`config.mk`:
```
export PLATFORM = sky130hd
export DESIGN_NAME = goertzel_bin_magnitude_unit_flat
export DESIGN_NICKNAME = d
export VERILOG_FILES = /design/src/design/gbm_pkg.sv /design/src/design/gbm_sample_if.sv /design/src/design/gbm_mag_if.sv /design/src/design/gbm_cfg_if.sv /design/src/design/gbm_datapath.sv /design/src/design/gbm_controller.sv /design/src/design/goertzel_bin_magnitude_unit.sv /design/src/flat_wrapper.sv
export SDC_FILE = /design/constraint.sdc
export NUM_CORES = 2
export LEC_CHECK = 0
export BUFFER_PORTS_ARGS = -buffer_cell sky130_fd_sc_hd__buf_2
export CORE_UTILIZATION = 32
export CTS_CLUSTER_DIAMETER = 200
export DETAILED_ROUTE_END_ITERATION = 12
export GPL_TIMING_DRIVEN = 0
export PLACE_DENSITY = 0.53
export SLEW_MARGIN = 30
export SYNTH_ARGS = -nofsm -noshare
export SYNTH_HDL_FRONTEND = slang
export SYNTH_SLANG_ARGS = --single-unit
```
`constraint.sdc`:
```
create_clock -name clk_i -period 21.3 [get_ports clk_i]
set_input_delay 2.13 -clock clk_i [delete_from_list [all_inputs] [get_ports clk_i]]
set_output_delay 2.13 -clock clk_i [all_outputs]
set_load 0.03 [all_outputs]
```
`src/design/gbm_pkg.sv`:
```
`timescale 1ns / 1ps
package gbm_pkg;

  // Item and register widths
  localparam int SAMPLE_W   = 16;
  localparam int COEF_W     = 18;
  localparam int LEN_W      = 13;
  localparam int MAG_W      = 18;
  localparam int CFG_IDX_W  = 2;
  localparam int CFG_DATA_W = 18;

  // Fixed-point layout
  localparam int FRAC_W     = 16;
  localparam int STATE_W    = 56;
  localparam int MAX_BLOCK  = 4096;
  localparam int MIN_BLOCK  = 2;
  // full scale is 2^FS_SHIFT - 1
  localparam int FS_SHIFT   = 15;

  // Shared coefficient multiplier: state word split in two chunks
  localparam int CHUNK_W    = STATE_W / 2;
  localparam int MCOEF_W    = COEF_W + 1;
  localparam int MOP_W      = CHUNK_W + 1;
  localparam int PROD_W     = MCOEF_W + MOP_W;
  localparam int SUM_W      = PROD_W + CHUNK_W;
  localparam int T_W        = SUM_W - FRAC_W;
  localparam int RE_W       = T_W + 1;

  // Divider
  localparam int DIVISOR_W  = LEN_W + FS_SHIFT;
  localparam int DSH_W      = DIVISOR_W + MAG_W;
  localparam int QUO_W      = MAG_W + 1;
  localparam int REM_W      = T_W;
  localparam int DIV_STEPS  = QUO_W;

  // Square and root
  localparam int SQ_W       = 2 * MAG_W;
  localparam int ROOT_IN_W  = SQ_W + 1;
  localparam int ROOT_W     = ROOT_IN_W + 1;
  localparam int ROOT_STEPS = (ROOT_IN_W + 1) / 2;

  localparam int STEP_W = $clog2((DIV_STEPS > ROOT_STEPS) ? DIV_STEPS : ROOT_STEPS);

  localparam logic [MAG_W-1:0] MAG_MAX = {MAG_W{1'b1}};

  typedef logic signed [SAMPLE_W-1:0] sample_t;
  typedef logic [MAG_W-1:0]           mag_t;
  typedef logic signed [COEF_W-1:0]   coef_t;
  typedef logic [LEN_W-1:0]           len_t;
  typedef logic [CFG_IDX_W-1:0]       cfg_idx_t;
  typedef logic [CFG_DATA_W-1:0]      cfg_data_t;

  typedef enum logic [CFG_IDX_W-1:0] {
    CFG_BIN_COSINE   = 2'd0,
    CFG_BIN_SINE     = 2'd1,
    CFG_BLOCK_LENGTH = 2'd2
  } cfg_reg_e;

  typedef enum logic [1:0] {
    COEF_TWO_COS = 2'd0,
    COEF_COS     = 2'd1,
    COEF_SIN     = 2'd2
  } coef_sel_e;

  typedef struct packed {
    logic      valid;
    cfg_idx_t  index;
    cfg_data_t data;
  } cfg_wr_t;

  typedef struct packed {
    logic      latch_x;
    logic      mul_lo;
    logic      mul_hi;
    coef_sel_e coef_sel;
    logic      sum;
    logic      upd;
    logic      load_re;
    logic      load_im;
    logic      div_step;
    logic      sq_a;
    logic      sq_b;
    logic      sqrt_load;
    logic      sqrt_step;
    logic      load_out;
  } cmd_t;

  typedef struct packed {
    logic block_done;
  } status_t;

endpackage

```
`src/design/gbm_sample_if.sv`:
```
`timescale 1ns / 1ps
interface gbm_sample_if;
  logic             valid;
  logic             ready;
  gbm_pkg::sample_t sample;

  modport source (output valid, output sample, input ready);
  modport sink (input valid, input sample, output ready);
endinterface

```
`src/design/gbm_mag_if.sv`:
```
`timescale 1ns / 1ps
interface gbm_mag_if;
  logic          valid;
  logic          ready;
  gbm_pkg::mag_t magnitude;

  modport source (output valid, output magnitude, input ready);
  modport sink (input valid, input magnitude, output ready);
endinterface

```
`src/design/gbm_cfg_if.sv`:
```
`timescale 1ns / 1ps
interface gbm_cfg_if;
  logic               valid;
  logic               ready;
  gbm_pkg::cfg_idx_t  index;
  gbm_pkg::cfg_data_t data;

  modport source (output valid, output index, output data, input ready);
  modport sink (input valid, input index, input data, output ready);
endinterface

```
`src/design/gbm_datapath.sv`:
```
`timescale 1ns / 1ps
module gbm_datapath (
  input  logic             clk_i,
  input  logic             rst_ni,
  input  gbm_pkg::cfg_wr_t cfg_i,
  input  gbm_pkg::cmd_t    cmd_i,
  input  gbm_pkg::sample_t sample_i,
  output gbm_pkg::status_t status_o,
  output gbm_pkg::mag_t    magnitude_o
);
  import gbm_pkg::*;

  coef_t cos_q, sin_q;
  len_t  len_q;

  logic signed [STATE_W-1:0] q1_q, q1_d, q2_q, q2_d;
  len_t                      cnt_q, cnt_d;
  sample_t                   x_q;

  logic signed [PROD_W-1:0] plo_q, phi_q, mprod;
  logic signed [MCOEF_W-1:0] mcoef;
  logic signed [MOP_W-1:0]   mop;
  logic [STATE_W-1:0]        mop_src;
  logic [SUM_W-1:0]          csum;
  logic signed [T_W-1:0]     t_q;
  logic [STATE_W-1:0]        q0;

  logic signed [RE_W-1:0] q1_x, t_x, re_p, re_n, t_n, re_abs, im_abs, dvd;
  len_t                   n_eff;
  logic [LEN_W:0]         cnt_inc;
  logic [DIVISOR_W-1:0]   divisor;

  logic [REM_W-1:0] rem_q, dsh_ext;
  logic [DSH_W-1:0] dsh_q;
  logic [QUO_W-1:0] quot_q;
  logic             ge;

  logic [MAG_W-1:0]     a_q, sq_op;
  logic                 sat_q;
  logic [SQ_W-1:0]      sq1_q, sq2_q, sq_p;
  logic [ROOT_IN_W-1:0] v_q, bit_q;
  logic [ROOT_W-1:0]    r_q, rb;
  logic                 r_ge;
  mag_t                 mag_q;

  // config registers
  always_ff @(posedge clk_i or negedge rst_ni) begin
    if (!rst_ni) begin
      cos_q <= coef_t'(1 <<< FRAC_W);
      sin_q <= '0;
      len_q <= len_t'(256);
    end else if (cfg_i.valid) begin
      unique case (cfg_i.index)
        CFG_BIN_COSINE:   cos_q <= coef_t'(cfg_i.data[COEF_W-1:0]);
        CFG_BIN_SINE:     sin_q <= coef_t'(cfg_i.data[COEF_W-1:0]);
        CFG_BLOCK_LENGTH: len_q <= cfg_i.data[LEN_W-1:0];
        default: ;
      endcase
    end
  end

  always_comb begin
    if (len_q < len_t'(MIN_BLOCK)) begin
      n_eff = len_t'(MIN_BLOCK);
    end else if (len_q > len_t'(MAX_BLOCK)) begin
      n_eff = len_t'(MAX_BLOCK);
    end else begin
      n_eff = len_q;
    end
  end

  assign divisor = (DIVISOR_W'(n_eff) << FS_SHIFT) - DIVISOR_W'(n_eff);
  assign cnt_inc = {1'b0, cnt_q} + (LEN_W + 1)'(1);
  assign status_o.block_done = cnt_inc >= {1'b0, n_eff};

  // shared coefficient multiplier, one state chunk per cycle
  always_comb begin
    unique case (cmd_i.coef_sel)
      COEF_TWO_COS: mcoef = {cos_q, 1'b0};
      COEF_COS:     mcoef = {cos_q[COEF_W-1], cos_q};
      COEF_SIN:     mcoef = {sin_q[COEF_W-1], sin_q};
      default:      mcoef = '0;
    endcase
  end

  assign mop_src = (cmd_i.coef_sel == COEF_TWO_COS) ? q1_q : q2_q;
  assign mop = cmd_i.mul_hi ? {mop_src[STATE_W-1], mop_src[STATE_W-1:CHUNK_W]}
                            : {1'b0, mop_src[CHUNK_W-1:0]};
  assign mprod = mcoef * mop;

  assign csum = {{CHUNK_W{plo_q[PROD_W-1]}}, plo_q} + {phi_q, {CHUNK_W{1'b0}}};

  always_ff @(posedge clk_i) begin
    if (cmd_i.latch_x) x_q <= sample_i;
    if (cmd_i.mul_lo) plo_q <= mprod;
    if (cmd_i.mul_hi) phi_q <= mprod;
    if (cmd_i.sum) t_q <= csum[SUM_W-1:FRAC_W];
  end

  // resonator update, wraps at the state width
  assign q0 = t_q[STATE_W-1:0] - q2_q
            + {{(STATE_W-SAMPLE_W-FRAC_W){x_q[SAMPLE_W-1]}}, x_q, {FRAC_W{1'b0}}};

  always_comb begin
    q1_d  = q1_q;
    q2_d  = q2_q;
    cnt_d = cnt_q;
    if (cmd_i.upd) begin
      q2_d  = q1_q;
      q1_d  = q0;
      cnt_d = status_o.block_done ? '0 : cnt_inc[LEN_W-1:0];
    end else if (cmd_i.load_out) begin
      q1_d = '0;
      q2_d = '0;
    end
  end

  always_ff @(posedge clk_i or negedge rst_ni) begin
    if (!rst_ni) begin
      q1_q  <= '0;
      q2_q  <= '0;
      cnt_q <= '0;
    end else begin
      q1_q  <= q1_d;
      q2_q  <= q2_d;
      cnt_q <= cnt_d;
    end
  end

  // real and imaginary parts, magnitude only
  assign q1_x   = {{(RE_W-STATE_W){q1_q[STATE_W-1]}}, q1_q};
  assign t_x    = {t_q[T_W-1], t_q};
  assign re_p   = q1_x - t_x;
  assign re_n   = t_x - q1_x;
  assign t_n    = -t_x;
  assign re_abs = re_p[RE_W-1] ? re_n : re_p;
  assign im_abs = t_x[RE_W-1] ? t_n : t_x;
  assign dvd    = cmd_i.load_re ? re_abs : im_abs;

  // restoring divider, quotient MSB flags saturation
  assign dsh_ext = REM_W'(dsh_q);
  assign ge      = rem_q >= dsh_ext;

  always_ff @(posedge clk_i) begin
    if (cmd_i.load_re || cmd_i.load_im) begin
      rem_q  <= {dvd[REM_W-2:0], 1'b0};
      dsh_q  <= {divisor, {MAG_W{1'b0}}};
      quot_q <= '0;
    end else if (cmd_i.div_step) begin
      if (ge) rem_q <= rem_q - dsh_ext;
      dsh_q  <= dsh_q >> 1;
      quot_q <= {quot_q[QUO_W-2:0], ge};
    end
    if (cmd_i.load_im) begin
      a_q   <= quot_q[MAG_W-1:0];
      sat_q <= quot_q[MAG_W];
    end else if (cmd_i.sq_a) begin
      sat_q <= sat_q | quot_q[MAG_W];
    end
  end

  // squares and bitwise root
  assign sq_op = cmd_i.sq_a ? a_q : quot_q[MAG_W-1:0];
  assign sq_p  = sq_op * sq_op;
  assign rb    = r_q + ROOT_W'(bit_q);
  assign r_ge  = ROOT_W'(v_q) >= rb;

  always_ff @(posedge clk_i) begin
    if (cmd_i.sq_a) sq1_q <= sq_p;
    if (cmd_i.sq_b) sq2_q <= sq_p;
    if (cmd_i.sqrt_load) begin
      v_q   <= {1'b0, sq1_q} + {1'b0, sq2_q};
      r_q   <= '0;
      bit_q <= ROOT_IN_W'(1) << (ROOT_IN_W - 1);
    end else if (cmd_i.sqrt_step) begin
      if (r_ge) begin
        v_q <= v_q - rb[ROOT_IN_W-1:0];
        r_q <= (r_q >> 1) + ROOT_W'(bit_q);
      end else begin
        r_q <= r_q >> 1;
      end
      bit_q <= bit_q >> 2;
    end
    if (cmd_i.load_out) begin
      if (sat_q || (r_q > ROOT_W'(MAG_MAX))) begin
        mag_q <= MAG_MAX;
      end else begin
        mag_q <= r_q[MAG_W-1:0];
      end
    end
  end

  assign magnitude_o = mag_q;

endmodule

```
`src/design/gbm_controller.sv`:
```
`timescale 1ns / 1ps
module gbm_controller (
  input  logic             clk_i,
  input  logic             rst_ni,
  input  logic             in_valid_i,
  output logic             in_ready_o,
  output logic             out_valid_o,
  input  logic             out_ready_i,
  input  gbm_pkg::status_t status_i,
  output gbm_pkg::cmd_t    cmd_o
);
  import gbm_pkg::*;

  typedef enum logic [18:0] {
    ST_IDLE   = 19'h00001,
    ST_R_HI   = 19'h00002,
    ST_R_SUM  = 19'h00004,
    ST_R_UPD  = 19'h00008,
    ST_M_CLO  = 19'h00010,
    ST_M_CHI  = 19'h00020,
    ST_M_CSUM = 19'h00040,
    ST_M_RE   = 19'h00080,
    ST_DIV_A  = 19'h00100,
    ST_M_SLO  = 19'h00200,
    ST_M_SHI  = 19'h00400,
    ST_M_SSUM = 19'h00800,
    ST_M_IM   = 19'h01000,
    ST_DIV_B  = 19'h02000,
    ST_SQ_A   = 19'h04000,
    ST_SQ_B   = 19'h08000,
    ST_SQ_SUM = 19'h10000,
    ST_SQRT   = 19'h20000,
    ST_FIN    = 19'h40000
  } state_e;

  localparam logic [STEP_W-1:0] DIV_LAST  = STEP_W'(DIV_STEPS - 1);
  localparam logic [STEP_W-1:0] ROOT_LAST = STEP_W'(ROOT_STEPS - 1);

  state_e              state_q, state_d;
  logic [STEP_W-1:0]   step_q, step_d;
  logic                out_valid_q, out_valid_d;
  cmd_t                cmd;

  always_comb begin
    state_d = state_q;
    step_d  = step_q;
    cmd     = '0;
    unique case (state_q)
      ST_IDLE: begin
        if (in_valid_i) begin
          cmd.latch_x = 1'b1;
          cmd.mul_lo  = 1'b1;
          state_d     = ST_R_HI;
        end
      end
      ST_R_HI: begin
        cmd.mul_hi = 1'b1;
        state_d    = ST_R_SUM;
      end
      ST_R_SUM: begin
        cmd.sum = 1'b1;
        state_d = ST_R_UPD;
      end
      ST_R_UPD: begin
        cmd.upd = 1'b1;
        state_d = status_i.block_done ? ST_M_CLO : ST_IDLE;
      end
      ST_M_CLO: begin
        cmd.coef_sel = COEF_COS;
        cmd.mul_lo   = 1'b1;
        state_d      = ST_M_CHI;
      end
      ST_M_CHI: begin
        cmd.coef_sel = COEF_COS;
        cmd.mul_hi   = 1'b1;
        state_d      = ST_M_CSUM;
      end
      ST_M_CSUM: begin
        cmd.sum = 1'b1;
        state_d = ST_M_RE;
      end
      ST_M_RE: begin
        cmd.load_re = 1'b1;
        step_d      = DIV_LAST;
        state_d     = ST_DIV_A;
      end
      ST_DIV_A: begin
        cmd.div_step = 1'b1;
        step_d       = step_q - STEP_W'(1);
        if (step_q == '0) state_d = ST_M_SLO;
      end
      ST_M_SLO: begin
        cmd.coef_sel = COEF_SIN;
        cmd.mul_lo   = 1'b1;
        state_d      = ST_M_SHI;
      end
      ST_M_SHI: begin
        cmd.coef_sel = COEF_SIN;
        cmd.mul_hi   = 1'b1;
        state_d      = ST_M_SSUM;
      end
      ST_M_SSUM: begin
        cmd.sum = 1'b1;
        state_d = ST_M_IM;
      end
      ST_M_IM: begin
        cmd.load_im = 1'b1;
        step_d      = DIV_LAST;
        state_d     = ST_DIV_B;
      end
      ST_DIV_B: begin
        cmd.div_step = 1'b1;
        step_d       = step_q - STEP_W'(1);
        if (step_q == '0) state_d = ST_SQ_A;
      end
      ST_SQ_A: begin
        cmd.sq_a = 1'b1;
        state_d  = ST_SQ_B;
      end
      ST_SQ_B: begin
        cmd.sq_b = 1'b1;
        state_d  = ST_SQ_SUM;
      end
      ST_SQ_SUM: begin
        cmd.sqrt_load = 1'b1;
        step_d        = ROOT_LAST;
        state_d       = ST_SQRT;
      end
      ST_SQRT: begin
        cmd.sqrt_step = 1'b1;
        step_d        = step_q - STEP_W'(1);
        if (step_q == '0) state_d = ST_FIN;
      end
      ST_FIN: begin
        if (!out_valid_q || out_ready_i) begin
          cmd.load_out = 1'b1;
          state_d      = ST_IDLE;
        end
      end
      default: state_d = ST_IDLE;
    endcase
  end

  assign out_valid_d = (out_valid_q && !out_ready_i) || cmd.load_out;

  always_ff @(posedge clk_i or negedge rst_ni) begin
    if (!rst_ni) begin
      state_q     <= ST_IDLE;
      step_q      <= '0;
      out_valid_q <= 1'b0;
    end else begin
      state_q     <= state_d;
      step_q      <= step_d;
      out_valid_q <= out_valid_d;
    end
  end

  assign in_ready_o  = (state_q == ST_IDLE);
  assign out_valid_o = out_valid_q;
  assign cmd_o       = cmd;

endmodule

```
`src/design/goertzel_bin_magnitude_unit.sv`:
```
`timescale 1ns / 1ps
// Channel      Dir  Payload                        Notes
// sample_i     in   sample    s16                  one resonator update per item
// cfg_i        in   index 2b, data 18b             0 cos, 1 sin, 2 block length
// magnitude_o  out  magnitude u18 (Q2.16)          one item per block
//
// A sample passes through accept, then high half product, sum, state update on
// the shared 19x29 coefficient multiplier. The last sample of a block adds
// two 19-step restoring divides and a 19-step bitwise square root.
// The result sits in an output register; new samples are taken while it waits,
// and only the next block end stalls on it. Reset clears the resonator state and
// loads the register defaults; config is always ready.
module goertzel_bin_magnitude_unit (
  input logic       clk_i,
  input logic       rst_ni,
  gbm_sample_if.sink sample_i,
  gbm_cfg_if.sink    cfg_i,
  gbm_mag_if.source  magnitude_o
);
  import gbm_pkg::*;

  cfg_wr_t cfg_wr;
  cmd_t    cmd;
  status_t status;

  assign cfg_i.ready   = 1'b1;
  assign cfg_wr.valid  = cfg_i.valid;
  assign cfg_wr.index  = cfg_i.index;
  assign cfg_wr.data   = cfg_i.data;

  gbm_controller u_ctrl (
    .clk_i       (clk_i),
    .rst_ni      (rst_ni),
    .in_valid_i  (sample_i.valid),
    .in_ready_o  (sample_i.ready),
    .out_valid_o (magnitude_o.valid),
    .out_ready_i (magnitude_o.ready),
    .status_i    (status),
    .cmd_o       (cmd)
  );

  gbm_datapath u_dp (
    .clk_i       (clk_i),
    .rst_ni      (rst_ni),
    .cfg_i       (cfg_wr),
    .cmd_i       (cmd),
    .sample_i    (sample_i.sample),
    .status_o    (status),
    .magnitude_o (magnitude_o.magnitude)
  );

endmodule

```
`src/flat_wrapper.sv`:
```
// flat-port wrapper written by rule: the top's interface ports become plain ports
module goertzel_bin_magnitude_unit_flat import gbm_pkg::*;
  (clk_i, rst_ni, sample_i_valid, sample_i_sample, sample_i_ready, cfg_i_valid, cfg_i_index, cfg_i_data, cfg_i_ready, magnitude_o_valid, magnitude_o_magnitude, magnitude_o_ready);
  gbm_sample_if sample_i_i ();
  gbm_cfg_if cfg_i_i ();
  gbm_mag_if magnitude_o_i ();
  input logic clk_i;
  input logic rst_ni;
  input wire logic [$bits(sample_i_i.valid)-1:0] sample_i_valid;
  input wire logic [$bits(sample_i_i.sample)-1:0] sample_i_sample;
  output wire logic [$bits(sample_i_i.ready)-1:0] sample_i_ready;
  input wire logic [$bits(cfg_i_i.valid)-1:0] cfg_i_valid;
  input wire logic [$bits(cfg_i_i.index)-1:0] cfg_i_index;
  input wire logic [$bits(cfg_i_i.data)-1:0] cfg_i_data;
  output wire logic [$bits(cfg_i_i.ready)-1:0] cfg_i_ready;
  output wire logic [$bits(magnitude_o_i.valid)-1:0] magnitude_o_valid;
  output wire logic [$bits(magnitude_o_i.magnitude)-1:0] magnitude_o_magnitude;
  input wire logic [$bits(magnitude_o_i.ready)-1:0] magnitude_o_ready;
  assign sample_i_i.valid = sample_i_valid;
  assign sample_i_i.sample = sample_i_sample;
  assign sample_i_ready = sample_i_i.ready;
  assign cfg_i_i.valid = cfg_i_valid;
  assign cfg_i_i.index = cfg_i_index;
  assign cfg_i_i.data = cfg_i_data;
  assign cfg_i_ready = cfg_i_i.ready;
  assign magnitude_o_valid = magnitude_o_i.valid;
  assign magnitude_o_magnitude = magnitude_o_i.magnitude;
  assign magnitude_o_i.ready = magnitude_o_ready;
  goertzel_bin_magnitude_unit u_core (.clk_i(clk_i), .rst_ni(rst_ni), .sample_i(sample_i_i), .cfg_i(cfg_i_i), .magnitude_o(magnitude_o_i));
endmodule
```
# After elaboration in Yosys (flattened, before gate mapping)
# Cells that the tools add are included.
[op_classes]
n_bitwise = 1
n_shift = 0
n_eq_ne = 28
n_mul = 2
addsub = 14
n_reduce_logical = 32
n_mux = 48
order_cmp = 6
div_mod_pow = 0
[op_table]
columns = ["op", "n"]
rows = [
  ["$pmux 19 s19", 1],
  ["$mux 56", 4],
  ["$mux 60", 3],
  ["$mux 59", 3],
  ["$mux 37", 3],
  ["$mux 19", 5],
  ["$mux 46", 2],
  ["$add 76x76->76", 1],
  ["$sub 56x60->61", 1],
  ["$ge 60x46->1", 1],
  ["$sub 60x46->60", 1],
  ["$neg 59->59", 1],
  ["$sub 59x56->59", 1],
  ["$pmux 19 s3", 1],
  ["$add 56x56->56", 1],
  ["$sub 56x56->56", 1],
  ["$mul 19x29->48", 1],
  ["$mux 13", 3],
  ["$add 37x37->38", 1],
  ["$add 38x37->38", 1],
  ["$ge 37x38->1", 1],
  ["$gt 38x18->1 const B", 1],
  ["$mux 38", 1],
  ["$add 36x36->37", 1],
  ["other kinds (49)", 91],
]
[totals]
wordCells = 157
out_inout_bits = 21
n_memories = 0
reg_bits = 699
ramBits = 0
latchBits = 0
in_bits = 41
mem_bits_ro = 0

# Logic depth before layout (Yosys ltp)
[depth]
ltp_word = 7
mapped_depth = 39
depth_no_buf = 35

# Modules after synthesis
# Synthesis repeated with hierarchy kept, for this count alone.
[unflattened]
cells_unflattened = 8521
area_unflattened_um2 = 77160.3
[by_module_without_submodules]
columns = ["module", "seq_area_each_um2", "area_per_inst_um2", "instances", "cells_per_inst"]
rows = [
  ["gbm_datapath", 17879.6, 75725.1, 1, 8381],
  ["gbm_controller", 626.9, 1423.9, 1, 138],
  ["goertzel_bin_magnitude_unit", 0.0, 11.3, 1, 2],
]

# Least setup slack after synthesis
# Ideal clock, no wire load.
[synth_timing]
kind = "register to register"
start = "reg u_core.u_ctrl.state_q[18]"
end = "reg u_core.u_dp.phi_q[45] (data pin)"
path_stages_with_launch = 35
synth_period_minus_slack_ps = 9446
n_path_buf = 3
slack_ps = 11854
setup_time_ps = 270
required_ps = 21030
arrival_ps = 9176
path_cell_list = "dfrtp_1 clkbuf_1 or4_1 nor2_1 nand2_1 or3_1 nor3b_2 nor3_1 inv_2 buf_4 buf_4 mux2i_1 mux2_2 nor2_1 fa_1 fa_1 inv_1 fa_1 inv_1 fa_1 fa_1 fa_1 ha_1 ha_1 a21oi_1 o21ai_0 a2111oi_0 o21ai_1 a41oi_1 o22ai_1 o31ai_1 a21oi_1 a2111oi_0 nor3_1 xor2_1"
[synth_between]
elab_chain_len = 7
elab_cells_between_ends = 17
classes_between = "1 x mul; 7 x eq/ne; 5 x mux; 4 x reduce/logical"
[synth_rtl]
columns = ["element", "line_no", "source"]
rows = [
  ["start: declaration", "gbm_controller.sv:39", "state_e state_q, state_d;"],
  ["start signal: assignment", "gbm_controller.sv:152", "state_q <= state_d;"],
  ["$eq 19x11->1, or another cell as far along", "gbm_controller.sv:48", "unique case (state_q)"],
  ["$reduce_or 2->1 (no line)", "-", ""],
  ["$pmux 2 s2", "gbm_controller.sv:48", ""],
  ["$logic_not 2->1", "gbm_datapath.sv:78, gbm_datapath.sv:86", ""],
  ["$mux 56", "gbm_datapath.sv:86", "assign mop_src = (cmd_i.coef_sel == COEF_TWO_COS) ? q1_q : q2_q;"],
  ["$mux 29", "gbm_datapath.sv:87", "assign mop = cmd_i.mul_hi ? {mop_src[STATE_W-1], mop_src[STATE_W-1:CHUNK_W]}"],
  ["$mul 19x29->48 *", "gbm_datapath.sv:89", "assign mprod = mcoef * mop;"],
  ["named net u_core.u_dp.mprod[45]", "gbm_datapath.sv:20", "logic signed [PROD_W-1:0] plo_q, phi_q, mprod;"],
  ["end signal: assignment", "gbm_datapath.sv:96", "if (cmd_i.mul_hi) phi_q <= mprod;"],
  ["end: declaration", "gbm_datapath.sv:20", ""],
]
# Mark *: on every way through the listed nets, which the timed path passes. The rest lies on a longest branch.
# A chain may end at the register's enable or synchronous reset.

# Worst setup path in the final report
# Same ends and word-level chain as after synthesis.

==> qor.txt <==
status - finished, final reports clean
Post-DP HPWL - 248,000 µm
max incr delay on CP - 0.67 ns
die area - 245,000 µm²
Post-Synthesis Cells - 8,524
slowest stage cell, crit path - buf_4
DRC Markers - 0
Post-CTS Setup Inserts - 0
Final Setup Violations - 0
most common cell in the synthesized netlist - inv_1
syn nets - 10,018
first-pass GRT wire length - 432,000 µm
vias in the first global route - 64,748
Worst Path Required - 21.77 ns
RSZ-0062 raised after global routing - no
Synth top area share - 20.6%
total gr overflow - 0
worst-margin pin slew - 1.13 ns
I/O Buffers - 60
Total Nets Final - 10,203
fin. max-slew vios - 0
H-tree levels - 3
top_reg_cell synth - edfxtp_1
min-delay worst type - register to register
core area - 241,000 µm²
Mapped Area - 77,700 µm²
async set-reset flop share out of synthesis - 29.2%
post-CTS resize count - 0
Synth area leaders - fa_1 21%, edfxtp_1 15%, ha_1 10%
number of fill cells - 24,811
routed via count - 63,776
clock sink count - 681
Worst Hold Path Cells - 0
top cell type by total area after synthesis - fa_1
TritonCTS Buffers - 85
total negative setup slack - 0 ns
startpoint types - register
CTS root buf - clkbuf_16
layout cells sized above 1 - 6.05%
Clock Pin Slew Worst Setup and Hold Paths - 0.07 ns
register area share after synthesis - 23.8%
initial core utilization - 32.3%
die width - 495 µm
worst flop-to-flop path startpoint - u_core.u_ctrl.state_q[18]$_DFFE_PN0P_
routed len/inst - 24.5 µm
Post-synth EDFFs - 387
CP Capture Type - register
hold_ws - 0.406 ns
drt total wl - 294,000 µm
hold_sp - u_core.u_dp.plo_q[18]$_DFFE_PP_
clk buf depth - 3
Routed Antenna Nets - 0
1st-pass router iterations - 6
Vias/cell - 5.33
crit path time final - 12.70 ns
average size of a mapped cell - 9.12 µm²
clk_skew - 0.0789 ns
cts hold-fix bufs - 0
initial antenna violation count - 13
CP max FO - 57
final hold violations - 0
CP dominant cell by count - fa_1
Die H - 495 µm
largest net degree at the start of global routing - 83
maxcap violations - 0
CTS tree - built
Placer Congestion - 0.995
Iteration-0 DRC Markers - 5,029
r2r setup slk - 8.60 ns
crit share post-route - 59.6%
crit path DAT - 13.17 ns
IO Count - 62
Yosys cell types - 103
Yosys reg bits - 681
worst skew pair latency - 0.77 ns
Hold Path End - u_core.u_dp.t_q[2]$_DFFE_PP_
Fmax achieved - 0.0788 GHz
Slew headroom - 24.0%
most common library cells after synthesis - 1,201 x inv_1, 812 x nand2_1, 801 x fa_1, 652 x ha_1, 633 x nor2_1
Core Rows - 180
Synthesis Warnings - 0
reg-to-reg endpoint - u_core.u_dp.phi_q[45]$_DFFE_PN_
critical path type - register to register
Reg2Reg Depth - 34
synth-to-layout area growth - 10.1%
total track usage - 23.9%
[cells in the final DEF (no fill, tap or decap), types with 45 or more instances in the layout]
| cell | n |
|---|---|
| a21o_1 | 221 |
| clkbuf_16 | 87 |
| dfxtp_1 | 95 |
| o31ai_1 | 45 |
| o21ai_1 | 97 |
| nand4_1 | 83 |
| a21oi_1 | 469 |
| o21ai_0 | 423 |
| clkbuf_1 | 238 |
| o21bai_1 | 83 |
| a22o_1 | 71 |
| nor2b_1 | 60 |
| a31oi_1 | 51 |
| nor2_1 | 633 |
| ha_1 | 652 |
| xnor2_1 | 321 |
| buf_2 | 147 |
| fa_1 | 801 |
| inv_1 | 1200 |
| nor3_1 | 89 |
| nand2_1 | 810 |
| mux2i_1 | 115 |
| edfxtp_1 | 387 |
| mux2_2 | 95 |
| dfrtp_1 | 196 |
| o21a_1 | 57 |
| nand2b_1 | 107 |
| nand3_1 | 177 |
| xor2_1 | 163 |
| and2_1 | 47 |
[metrics by stage]
stage | setup slack [ns] | cell area (µm²) | util (%) | std cells
floorplan | 11.85 | 77700 | - | 8524
finish | 8.60 | 85600 | 35.5 | 11976
CTS | 8.80 | 85600 | 35.5 | 11966
global route | 8.17 | 85600 | 35.5 | 11971
global placement | 8.37 | 82000 | 34.0 | 11769
detailed placement | 8.93 | 82700 | 34.3 | 11807
[metal layers]
metal	wire, µm	global-route usage, %
met1	124000	30.6
met2	139000	39.8
met3	14200	2.63
met4	17400	12.5
met5	28	0
[sequential cells by signal, summed over array words and instances, names as in the netlist, 16 cells and up]
| register | flops |
|---|---|
| u_core.u_ctrl.state_q | 19 |
| u_core.u_dp.a_q | 18 |
| u_core.u_dp.bit_q | 19 |
| u_core.u_dp.cos_q | 18 |
| u_core.u_dp.dsh_q | 46 |
| u_core.u_dp.magnitude_o | 18 |
| u_core.u_dp.phi_q | 48 |
| u_core.u_dp.plo_q | 32 |
| u_core.u_dp.q1_q | 56 |
| u_core.u_dp.q2_q | 56 |
| u_core.u_dp.quot_q | 19 |
| u_core.u_dp.r_q | 38 |
| u_core.u_dp.rem_q | 60 |
| u_core.u_dp.sin_q | 18 |
| u_core.u_dp.sq1_q | 35 |
| u_core.u_dp.sq2_q | 35 |
| u_core.u_dp.t_q | 60 |
| u_core.u_dp.v_q | 37 |
| u_core.u_dp.x_q | 16 |
[cell type report]
type	instances	area, µm²	share of cell area, %
Inverter	1211	4550	5.31
Clock buffer	111	2290	2.67
Clock inverter	48	593	0.693
Buffer	321	1340	1.57
Tap cell	3185	3990	4.65
Multi-Input combinational cell	6311	53600	62.6
Sequential cell	681	18500	21.6
Antenna cell	10	25.0	0.0292
Timing Repair Buffer	98	763	0.891
[worst max-delay path: cells and delay by family (launching register included)]
family / cells / cell delay (ns)
AOI/OAI and AO/OA: 9 / 3.02
xor gates and xnor gates: 1 / 0.37
adders and majority gates: 8 / 3.79
buffers and inverters: 6 / 1.74
DFF: 1 / 0.37
muxes: 2 / 0.96
and+or+nand+nor: 8 / 2.00
[how the worst max path moves through the flow]
stage	startpoint	end	slack, ns
2_1_floorplan	u_core.u_ctrl.state_q[18]$_DFFE_PN0P_	u_core.u_dp.phi_q[45]$_DFFE_PN_	11.85
3_3_place_gp	u_core.u_ctrl.state_q[18]$_DFFE_PN0P_	u_core.u_dp.phi_q[45]$_DFFE_PN_	8.37
3_5_place_dp	u_core.u_ctrl.state_q[1]$_DFFE_PN0P_	u_core.u_dp.phi_q[45]$_DFFE_PN_	8.93
4_1_cts	u_core.u_ctrl.state_q[18]$_DFFE_PN0P_	u_core.u_dp.phi_q[45]$_DFFE_PN_	8.80
5_1_grt	u_core.u_ctrl.state_q[1]$_DFFE_PN0P_	u_core.u_dp.phi_q[45]$_DFFE_PN_	8.17
6_report	u_core.u_ctrl.state_q[18]$_DFFE_PN0P_	u_core.u_dp.phi_q[45]$_DFFE_PN_	8.60
[kinds of logic (layout without fill, tap and decap cells)]
logic type	count (synthesis)	in the layout	synth area share [%]
and+or+nand+nor	2257	2257	13.4
buffers and inverters	1532	1789	7.57
other	1	11	0.00482
adders and majority gates	1453	1453	31.1
DFF	681	681	23.8
muxes	224	224	3.04
AOI/OAI and AO/OA	1892	1892	15.6
xor gates and xnor gates	484	484	5.45
Power is not shown: default switching activity piles up to over one toggle a cycle in this logic, so the estimate is an artifact.
